--- config.mk ---
export PLATFORM = sky130hd
export DESIGN_NAME = timed_actuator_position_controller_top
export DESIGN_NICKNAME = d
export VERILOG_FILES = /design/src/sv/tapc_pkg.sv /design/src/sv/timed_actuator_position_controller_top.sv /design/src/sv/tapc_csr.sv /design/src/sv/tapc_ingress.sv /design/src/sv/tapc_core.sv
export SDC_FILE = /design/constraint.sdc
export NUM_CORES = 2
export LEC_CHECK = 0
export BUFFER_PORTS_ARGS = -buffer_cell sky130_fd_sc_hd__buf_2
export CAP_MARGIN = 20
export CORE_MARGIN = 2
export CORE_UTILIZATION = 50
export CTS_BUF_LIST = sky130_fd_sc_hd__clkbuf_4 sky130_fd_sc_hd__clkbuf_8
export CTS_CLUSTER_DIAMETER = 200
export DETAILED_ROUTE_END_ITERATION = 7
export PLACE_DENSITY = 0.75
export SLEW_MARGIN = 20
export SYNTH_ARGS = -nofsm -noshare
export SYNTH_HDL_FRONTEND = slang
export SYNTH_SLANG_ARGS = --single-unit
--- constraint.sdc ---
create_clock -name clock -period 21 [get_ports clock]
set_input_delay 2.1 -clock clock [delete_from_list [all_inputs] [get_ports clock]]
set_output_delay 2.1 -clock clock [all_outputs]
set_load 0.02 [all_outputs]
--- src/sv/tapc_pkg.sv ---
`timescale 1ns / 1ps
package tapc_pkg;

   localparam int VAL_W   = 23;
   localparam int MS_W    = 16;
   localparam int STEP_W  = VAL_W + MS_W;
   localparam int ARITH_W = STEP_W + 3;
   localparam int PCT_W   = 7;
   localparam int ADDR_W  = 4;
   localparam int DATA_W  = 32;

   localparam logic [VAL_W-1:0] FULL_SCALE   = VAL_W'(6553600);
   localparam logic [VAL_W-1:0] HALF_PERCENT = VAL_W'(32768);

   localparam logic [VAL_W-1:0] RATE_RESET     = VAL_W'(109);
   localparam logic [VAL_W-1:0] DEADBAND_RESET = VAL_W'(32768);

   typedef enum logic [1:0] {
      REG_RATE_PER_MS     = 2'd0,
      REG_DEADBAND        = 2'd1,
      REG_USE_LEFT_MOTOR  = 2'd2,
      REG_USE_RIGHT_MOTOR = 2'd3
   } reg_index_type;

   typedef enum logic [1:0] {
      OP_TICK       = 2'd0,
      OP_SET_TARGET = 2'd1,
      OP_RESTORE    = 2'd2,
      OP_NONE       = 2'd3
   } opcode_type;

   typedef enum logic [1:0] {
      MODE_STOPPED = 2'd0,
      MODE_OPENING = 2'd1,
      MODE_CLOSING = 2'd2
   } mode_type;

   typedef struct packed {
      logic [VAL_W-1:0] rate_per_ms;
      logic [VAL_W-1:0] deadband;
      logic             use_left_motor;
      logic             use_right_motor;
   } cfg_type;

   typedef struct packed {
      opcode_type        opcode;
      logic [STEP_W-1:0] step;
      logic [VAL_W-1:0]  value;
   } stage_type;

endpackage

--- src/sv/timed_actuator_position_controller_top.sv ---
`timescale 1ns / 1ps
// Path: an accepted request is held in the input register, then in the result
// register; a response stall can hold it in either.
// Throughput: one item per cycle while rsp_stall is low; the state update
// (position, target, mode) is one registered pass, and the tick travel
// product is formed in the input register stage.
// Reset: synchronous; clears position, target and mode, restores register
// defaults, and empties both pipeline registers.
module timed_actuator_position_controller_top (
   input  logic                        clock,
   input  logic                        reset,
   input  logic                        req_valid,
   output logic                        req_stall,
   input  logic [1:0]                  req_opcode,
   input  logic [tapc_pkg::MS_W-1:0]   req_elapsed_ms,
   input  logic [tapc_pkg::VAL_W-1:0]  req_value,
   output logic                        rsp_valid,
   input  logic                        rsp_stall,
   output logic [1:0]                  rsp_motion_state,
   output logic                        rsp_direction_up,
   output logic                        rsp_left_enable,
   output logic                        rsp_right_enable,
   output logic [tapc_pkg::PCT_W-1:0]  rsp_position_percent,
   output logic                        rsp_stopped_now,
   input  logic                        csr_psel,
   input  logic                        csr_penable,
   input  logic                        csr_pwrite,
   input  logic [tapc_pkg::ADDR_W-1:0] csr_paddr,
   input  logic [tapc_pkg::DATA_W-1:0] csr_pwdata,
   output logic [tapc_pkg::DATA_W-1:0] csr_prdata,
   output logic                        csr_pready
);
   import tapc_pkg::*;

   cfg_type   cfg;
   stage_type stage;
   logic      stage_valid;
   logic      stage_stall;

   tapc_csr u_csr (
      .clock       (clock),
      .reset       (reset),
      .csr_psel    (csr_psel),
      .csr_penable (csr_penable),
      .csr_pwrite  (csr_pwrite),
      .csr_paddr   (csr_paddr),
      .csr_pwdata  (csr_pwdata),
      .csr_prdata  (csr_prdata),
      .csr_pready  (csr_pready),
      .cfg         (cfg)
   );

   tapc_ingress u_ingress (
      .clock          (clock),
      .reset          (reset),
      .req_valid      (req_valid),
      .req_stall      (req_stall),
      .req_opcode     (req_opcode),
      .req_elapsed_ms (req_elapsed_ms),
      .req_value      (req_value),
      .rate_per_ms    (cfg.rate_per_ms),
      .stage_valid    (stage_valid),
      .stage_stall    (stage_stall),
      .stage          (stage)
   );

   tapc_core u_core (
      .clock                (clock),
      .reset                (reset),
      .cfg                  (cfg),
      .stage_valid          (stage_valid),
      .stage_stall          (stage_stall),
      .stage                (stage),
      .rsp_valid            (rsp_valid),
      .rsp_stall            (rsp_stall),
      .rsp_motion_state     (rsp_motion_state),
      .rsp_direction_up     (rsp_direction_up),
      .rsp_left_enable      (rsp_left_enable),
      .rsp_right_enable     (rsp_right_enable),
      .rsp_position_percent (rsp_position_percent),
      .rsp_stopped_now      (rsp_stopped_now)
   );

endmodule

--- src/sv/tapc_csr.sv ---
`timescale 1ns / 1ps
module tapc_csr (
   input  logic                         clock,
   input  logic                         reset,
   input  logic                         csr_psel,
   input  logic                         csr_penable,
   input  logic                         csr_pwrite,
   input  logic [tapc_pkg::ADDR_W-1:0]  csr_paddr,
   input  logic [tapc_pkg::DATA_W-1:0]  csr_pwdata,
   output logic [tapc_pkg::DATA_W-1:0]  csr_prdata,
   output logic                         csr_pready,
   output tapc_pkg::cfg_type            cfg
);
   import tapc_pkg::*;

   cfg_type       cfg_ff;
   cfg_type       cfg_in;
   reg_index_type index;
   logic          write_en;

   assign csr_pready = 1'b1;
   assign index      = reg_index_type'(csr_paddr[3:2]);
   assign write_en   = csr_psel && csr_penable && csr_pwrite && csr_pready;

   always_comb begin
      cfg_in = cfg_ff;
      if (write_en) begin
         unique case (index)
            REG_RATE_PER_MS:     cfg_in.rate_per_ms     = csr_pwdata[VAL_W-1:0];
            REG_DEADBAND:        cfg_in.deadband        = csr_pwdata[VAL_W-1:0];
            REG_USE_LEFT_MOTOR:  cfg_in.use_left_motor  = csr_pwdata[0];
            REG_USE_RIGHT_MOTOR: cfg_in.use_right_motor = csr_pwdata[0];
            default: ;
         endcase
      end
   end

   always_comb begin
      unique case (index)
         REG_RATE_PER_MS:     csr_prdata = DATA_W'(cfg_ff.rate_per_ms);
         REG_DEADBAND:        csr_prdata = DATA_W'(cfg_ff.deadband);
         REG_USE_LEFT_MOTOR:  csr_prdata = DATA_W'(cfg_ff.use_left_motor);
         REG_USE_RIGHT_MOTOR: csr_prdata = DATA_W'(cfg_ff.use_right_motor);
         default:             csr_prdata = '0;
      endcase
   end

   always_ff @(posedge clock) begin
      if (reset) begin
         cfg_ff.rate_per_ms     <= RATE_RESET;
         cfg_ff.deadband        <= DEADBAND_RESET;
         cfg_ff.use_left_motor  <= 1'b1;
         cfg_ff.use_right_motor <= 1'b1;
      end else begin
         cfg_ff <= cfg_in;
      end
   end

   assign cfg = cfg_ff;

endmodule

--- src/sv/tapc_ingress.sv ---
`timescale 1ns / 1ps
module tapc_ingress (
   input  logic                        clock,
   input  logic                        reset,
   input  logic                        req_valid,
   output logic                        req_stall,
   input  logic [1:0]                  req_opcode,
   input  logic [tapc_pkg::MS_W-1:0]   req_elapsed_ms,
   input  logic [tapc_pkg::VAL_W-1:0]  req_value,
   input  logic [tapc_pkg::VAL_W-1:0]  rate_per_ms,
   output logic                        stage_valid,
   input  logic                        stage_stall,
   output tapc_pkg::stage_type         stage
);
   import tapc_pkg::*;

   logic      valid_ff;
   logic      valid_in;
   stage_type stage_ff;
   stage_type stage_in;
   logic      accept;

   assign req_stall = valid_ff && stage_stall;
   assign accept    = req_valid && !req_stall;

   // precompute travel for this tick so the core only adds and compares
   always_comb begin
      stage_in.opcode = opcode_type'(req_opcode);
      stage_in.step   = STEP_W'(req_elapsed_ms) * STEP_W'(rate_per_ms);
      stage_in.value  = req_value;
   end

   always_comb begin
      if (accept) begin
         valid_in = 1'b1;
      end else if (!stage_stall) begin
         valid_in = 1'b0;
      end else begin
         valid_in = valid_ff;
      end
   end

   always_ff @(posedge clock) begin
      if (reset) begin
         valid_ff <= 1'b0;
      end else begin
         valid_ff <= valid_in;
      end
   end

   always_ff @(posedge clock) begin
      if (accept) begin
         stage_ff <= stage_in;
      end
   end

   assign stage_valid = valid_ff;
   assign stage       = stage_ff;

endmodule

--- src/sv/tapc_core.sv ---
`timescale 1ns / 1ps
module tapc_core (
   input  logic                        clock,
   input  logic                        reset,
   input  tapc_pkg::cfg_type           cfg,
   input  logic                        stage_valid,
   output logic                        stage_stall,
   input  tapc_pkg::stage_type         stage,
   output logic                        rsp_valid,
   input  logic                        rsp_stall,
   output logic [1:0]                  rsp_motion_state,
   output logic                        rsp_direction_up,
   output logic                        rsp_left_enable,
   output logic                        rsp_right_enable,
   output logic [tapc_pkg::PCT_W-1:0]  rsp_position_percent,
   output logic                        rsp_stopped_now
);
   import tapc_pkg::*;

   mode_type             mode_ff, mode_in;
   logic [VAL_W-1:0]     position_ff, position_in;
   logic [VAL_W-1:0]     target_ff, target_in;
   logic                 stop_c;

   logic                 res_valid_ff, res_valid_in;
   logic [1:0]           res_state_ff, res_state_in;
   logic                 res_up_ff, res_up_in;
   logic                 res_left_ff, res_left_in;
   logic                 res_right_ff, res_right_in;
   logic [PCT_W-1:0]     res_pct_ff, res_pct_in;
   logic                 res_stop_ff, res_stop_in;

   logic                 adv;
   logic [VAL_W:0]       pct_sum;
   logic signed [ARITH_W-1:0] pos_s, tgt_s, eps_s, step_s, full_s;

   function automatic logic [VAL_W-1:0] clamp_full(input logic signed [ARITH_W-1:0] v);
      logic [VAL_W-1:0] r;
      if (v < 0) begin
         r = '0;
      end else if (v > signed'(ARITH_W'(FULL_SCALE))) begin
         r = FULL_SCALE;
      end else begin
         r = v[VAL_W-1:0];
      end
      return r;
   endfunction

   assign adv         = stage_valid && (!res_valid_ff || !rsp_stall);
   assign stage_stall = !adv;

   assign pos_s  = signed'(ARITH_W'(position_ff));
   assign tgt_s  = signed'(ARITH_W'(target_ff));
   assign eps_s  = signed'(ARITH_W'(cfg.deadband));
   assign step_s = signed'(ARITH_W'(stage.step));
   assign full_s = signed'(ARITH_W'(FULL_SCALE));

   // next state
   always_comb begin
      mode_type                  run_mode;
      logic signed [ARITH_W-1:0] moved;
      logic [VAL_W-1:0]          clamped;
      mode_in     = mode_ff;
      position_in = position_ff;
      target_in   = target_ff;
      stop_c      = 1'b0;
      run_mode    = mode_ff;
      moved       = pos_s;
      clamped     = position_ff;
      unique case (stage.opcode)
         OP_TICK: begin
            if (mode_ff == MODE_STOPPED) begin
               if (tgt_s - eps_s > pos_s) begin
                  run_mode = MODE_OPENING;
               end else if (tgt_s + eps_s < pos_s) begin
                  run_mode = MODE_CLOSING;
               end
            end
            unique case (run_mode)
               MODE_OPENING: begin
                  moved  = pos_s + step_s;
                  stop_c = (moved >= tgt_s - eps_s) || (moved + eps_s >= full_s);
               end
               MODE_CLOSING: begin
                  moved  = pos_s - step_s;
                  stop_c = (moved <= tgt_s + eps_s) || (moved - eps_s <= 0);
               end
               default: ;
            endcase
            clamped     = clamp_full(moved);
            position_in = clamped;
            if (stop_c) begin
               mode_in   = MODE_STOPPED;
               target_in = clamped;
            end else begin
               mode_in = run_mode;
            end
         end
         OP_SET_TARGET: begin
            target_in = stage.value;
         end
         OP_RESTORE: begin
            clamped     = (stage.value > FULL_SCALE) ? FULL_SCALE : stage.value;
            position_in = clamped;
            target_in   = clamped;
         end
         OP_NONE: ;
         default: ;
      endcase
   end

   // result fields
   always_comb begin
      logic moving;
      moving       = (mode_in == MODE_OPENING) || (mode_in == MODE_CLOSING);
      pct_sum      = {1'b0, position_in} + (VAL_W+1)'(HALF_PERCENT);
      res_state_in = mode_in;
      res_up_in    = (mode_in == MODE_OPENING);
      res_left_in  = moving && cfg.use_left_motor;
      res_right_in = moving && cfg.use_right_motor;
      res_pct_in   = pct_sum[16 +: PCT_W];
      res_stop_in  = stop_c;
   end

   always_comb begin
      if (adv) begin
         res_valid_in = 1'b1;
      end else if (!rsp_stall) begin
         res_valid_in = 1'b0;
      end else begin
         res_valid_in = res_valid_ff;
      end
   end

   always_ff @(posedge clock) begin
      if (reset) begin
         mode_ff      <= MODE_STOPPED;
         position_ff  <= '0;
         target_ff    <= '0;
         res_valid_ff <= 1'b0;
      end else begin
         res_valid_ff <= res_valid_in;
         if (adv) begin
            mode_ff     <= mode_in;
            position_ff <= position_in;
            target_ff   <= target_in;
         end
      end
   end

   always_ff @(posedge clock) begin
      if (adv) begin
         res_state_ff <= res_state_in;
         res_up_ff    <= res_up_in;
         res_left_ff  <= res_left_in;
         res_right_ff <= res_right_in;
         res_pct_ff   <= res_pct_in;
         res_stop_ff  <= res_stop_in;
      end
   end

   assign rsp_valid            = res_valid_ff;
   assign rsp_motion_state     = res_state_ff;
   assign rsp_direction_up     = res_up_ff;
   assign rsp_left_enable      = res_left_ff;
   assign rsp_right_enable     = res_right_ff;
   assign rsp_position_percent = res_pct_ff;
   assign rsp_stopped_now      = res_stop_ff;

   a_stop_syncs_target: assert property (@(posedge clock) disable iff (reset)
      adv && stop_c |=> target_ff == position_ff && mode_ff == MODE_STOPPED)
      else $error("target not aligned with position after stop");

   a_position_in_range: assert property (@(posedge clock) disable iff (reset)
      position_ff <= FULL_SCALE)
      else $error("position beyond full scale");

   a_stop_reports_stopped: assert property (@(posedge clock) disable iff (reset)
      rsp_valid && rsp_stopped_now |-> rsp_motion_state == MODE_STOPPED
         && !rsp_left_enable && !rsp_right_enable)
      else $error("stop event while reporting motion");

   a_result_held: assert property (@(posedge clock) disable iff (reset)
      rsp_valid && !adv |=> $stable(rsp_position_percent) && $stable(rsp_motion_state))
      else $error("result changed without a new item");

endmodule
==> impl_metrics.json <==
{
  "path_buf_inv": 2,
  "yosys_register_bits": 175,
  "internal_power_mw": 2.17,
  "hold_viol_final": 0,
  "overflow": 0,
  "drtAntennaViolNets": 0,
  "core-area_mm2": 0.0602,
  "worstHoldStart": "u_ingress.stage_valid",
  "die_w_um": 251,
  "clkPwrFrac_pct": 5.1,
  "crit_type": "flop to flop",
  "fin_util_pct": 52.9,
  "avgSynthCellArea_um2": 8.11,
  "portBuffers": 110,
  "n_fill_cell": 5660,
  "rsz0062_at_grt": "no",
  "rr_endpoint": "u_core.target_ff[22]",
  "cts-root-buf": "clkbuf_8",
  "die_area_mm2": 0.0629,
  "critPathLaunchType": "flop",
  "clk_pin_slew_ns": 0.11,
  "clk_latency_ns": 0.59,
  "final_cell_mix": "inv_1 (499), nand2_1 (489), ha_1 (366)",
  "power_frac_comb_pct": 84.1,
  "critPathArrivalTime_ns": 12.08,
  "nets": 4479,
  "maxClockFrequency_ghz": 0.0858,
  "ys_types": 91,
  "yosys_warnings": 0,
  "slowest_stage": "nand2_1",
  "crit_family": "compound AO/OA/AOI/OAI gates",
  "holdPathStages": 2,
  "hold_class": "flop to flop",
  "rows": 90,
  "vias_per_cell": 5.98,
  "p_switching_mw": 2.98,
  "max_slew_margin_pct": 25.1,
  "min_to": "u_core.rsp_valid",
  "max_stage_delay_ns": 0.75,
  "dp_slack_ns": 9.85,
  "p_sw_share_pct": 57.9,
  "track_usage_pct": 29.8,
  "ys.flop_type": "dfxtp_1",
  "tightest_slew_ns": 1.11,
  "required_ns": 21.43,
  "reg2reg_depth": 37,
  "syn-cell-area_mm2": 0.0304,
  "final_common_cell": "inv_1",
  "ios": 132,
  "grt_pass1_wl_mm": 146,
  "grt_pass1_vias": 26300,
  "leakage_nw": 14.8,
  "yosysSeqAreaShare_pct": 14.0,
  "hold_buffers": 0,
  "outcome": "completed",
  "setup_viol": 0,
  "fin_ws_ns": 9.35,
  "drt_first_pass_iters": 8,
  "fin_setup_tns_ns": 0,
  "synthArstFlopShare_pct": 0,
  "drv_slew": 0,
  "drc": 0,
  "skew_ns": 0.0210,
  "grt_max_degree": 65,
  "post-route-period-util_pct": 55.5,
  "cpMostUsedCell": "a21oi_1",
  "wl_per_cell_um": 20.4,
  "cts_buffers": 17,
  "power_frac_seq_pct": 10.8,
  "post_cts_resized": 0,
  "critical_path.max_fanout": 20,
  "antenna_found_initial": 1,
  "dieHeight_um": 251,
  "wl_mm": 92.6,
  "dp_hpwl_mm": 75.8,
  "crit_path_end_kind": "flop",
  "clock-sinks": 175,
  "synth_edf_count": 77,
  "clock_path_buffers": 2,
  "powerDensity_mw_per_mm2": 161,
  "cts_tree": "built",
  "rrSetupSlack_ns": 9.35,
  "fin_crit_ns": 11.65,
  "place_congestion": 0.991,
  "syn-instance-count": 3753,
  "dr.first_iter.drc_count": 2460,
  "reg2reg_from": "u_csr.cfg[3]",
  "drive_above_1_share_pct": 5.50,
  "post_cts_buffers": 0,
  "start_util_pct": 50.5,
  "htree_num_levels": 4,
  "cap_violations": 0,
  "vias": 27100,
  "irDropWorstVdd_mv": 0.419,
  "syn_to_final_growth_pct": 4.72
}
[cell usage after synthesis, drive strengths merged (8+ instances only)]
library cell,number,area [um2]
a2111oi,9,78.8
nand4,44,275
dfxtp,98,1960
o211ai,24,180
edfxtp,77,2310
a211oi,66,495
and2,127,795
nor2b,47,294
inv,499,1870
nand3b,8,60.1
fa,298,5970
nor3,79,407
a21o,69,518
o21a,36,270
ha,366,4580
a21oi,254,1270
a22oi,20,150
buf,27,153
o21ai,112,564
a31oi,38,238
and3,15,93.8
a221o,15,150
nor4,18,119
nand2b,39,244
or3,20,125
or4,10,75.1
o22ai,9,56.3
nand2,489,1840
xor2,39,342
o31ai,19,143
nor2,232,873
a221oi,8,76.3
nand3,56,280
clkbuf,156,586
a211o,8,70.1
or2,12,75.1
mux2i,35,350
o41ai,10,114
xnor2,112,981
o21bai,29,218
[area by class of cell]
cell class	instances	area (um2)	share of cell area, %
multi-input combinational	2904	23600	74.0
sequential	175	4270	13.4
inverter	499	1870	5.88
tap	782	978	3.07
timing repair buffer	134	733	2.30
clock buffer	20	256	0.805
clock inverter	12	160	0.503
antenna	1	2.50	0.00785
[worst reg2reg max path, delay by kind of cell, from the launching register on]
kind,cells,cell delay [ns]
buffers and inverters,2,0.81
DFF,1,0.54
AOI/OAI and AO/OA,21,6.11
and+or+nand+nor,10,2.88
xor gates and xnor gates,1,0.12
adders and majority gates,3,1.02
[layer usage]
| layer | global-route usage [%] | wire length (um) |
|---|---|---|
| met5 | 0 | 0 |
| met2 | 45.9 | 40200 |
| met4 | 12.7 | 3750 |
| met3 | 5.81 | 8450 |
| met1 | 40.8 | 40200 |
[worst max path at each step]
stage          cells after the start  slack [ns]              start                    to
2_1_floorplan                     28       12.08  req_elapsed_ms[6]   u_ingress.stage[61]
3_3_place_gp                      37        9.91       u_csr.cfg[3]  u_core.target_ff[22]
3_5_place_dp                      37        9.85       u_csr.cfg[3]  u_core.target_ff[21]
4_1_cts                           37        9.78       u_csr.cfg[3]  u_core.target_ff[22]
5_1_grt                           39        8.69       u_csr.cfg[3]  u_core.target_ff[22]
6_report                          37        9.35       u_csr.cfg[3]  u_core.target_ff[22]
[power by group through the flow]
stage / clock network (mW) / logic [mW] / registers, mW
final: 0.263 / 4.33 / 0.555
after global routing: 0.277 / 4.75 / 0.559
after CTS: 0.269 / 4.21 / 0.547
after detailed placement: 0 / 4.19 / 0.554
after global placement: 0 / 4.15 / 0.554
after floorplan: 0 / 3.10 / 0.510
[stage by stage]
stage	total power, mW	hold WS [ns]	instance area [um2]	cells
2_1_floorplan	3.61	0.450	30500	3761
5_1_grt	5.58	0.537	31900	4527
3_3_place_gp	4.70	0.474	31500	4494
6_report	5.15	0.502	31900	4527
4_1_cts	5.03	0.504	31900	4526
3_5_place_dp	4.74	0.483	31500	4494
[registers in the layout (all words and copies together), names as in the netlist]
register,flops
u_core.rsp_motion_state,2
u_ingress.stage,64
u_core.rsp_right_enable,1
u_core.position_ff,23
u_core.mode_ff,2
u_core.rsp_position_percent,7
u_core.rsp_left_enable,1
u_core.rsp_direction_up,1
u_core.rsp_valid,1
u_csr.cfg,48
u_ingress.stage_valid,1
u_core.target_ff,23
u_core.rsp_stopped_now,1
[kinds of logic after synthesis]
group | Yosys count | share of synthesized area (%)
AO/OA/AOI/OAI | 819 | 17.9
XOR/XNOR | 152 | 4.42
adder cells (fa/ha/maj) | 664 | 34.7
buffers and inverters | 682 | 8.58
flip-flops | 175 | 14.0
multiplexers | 41 | 1.41
other | 2 | 0.0247
AND/OR/NAND/NOR | 1218 | 18.9
Power figures use the tool's default switching activity.
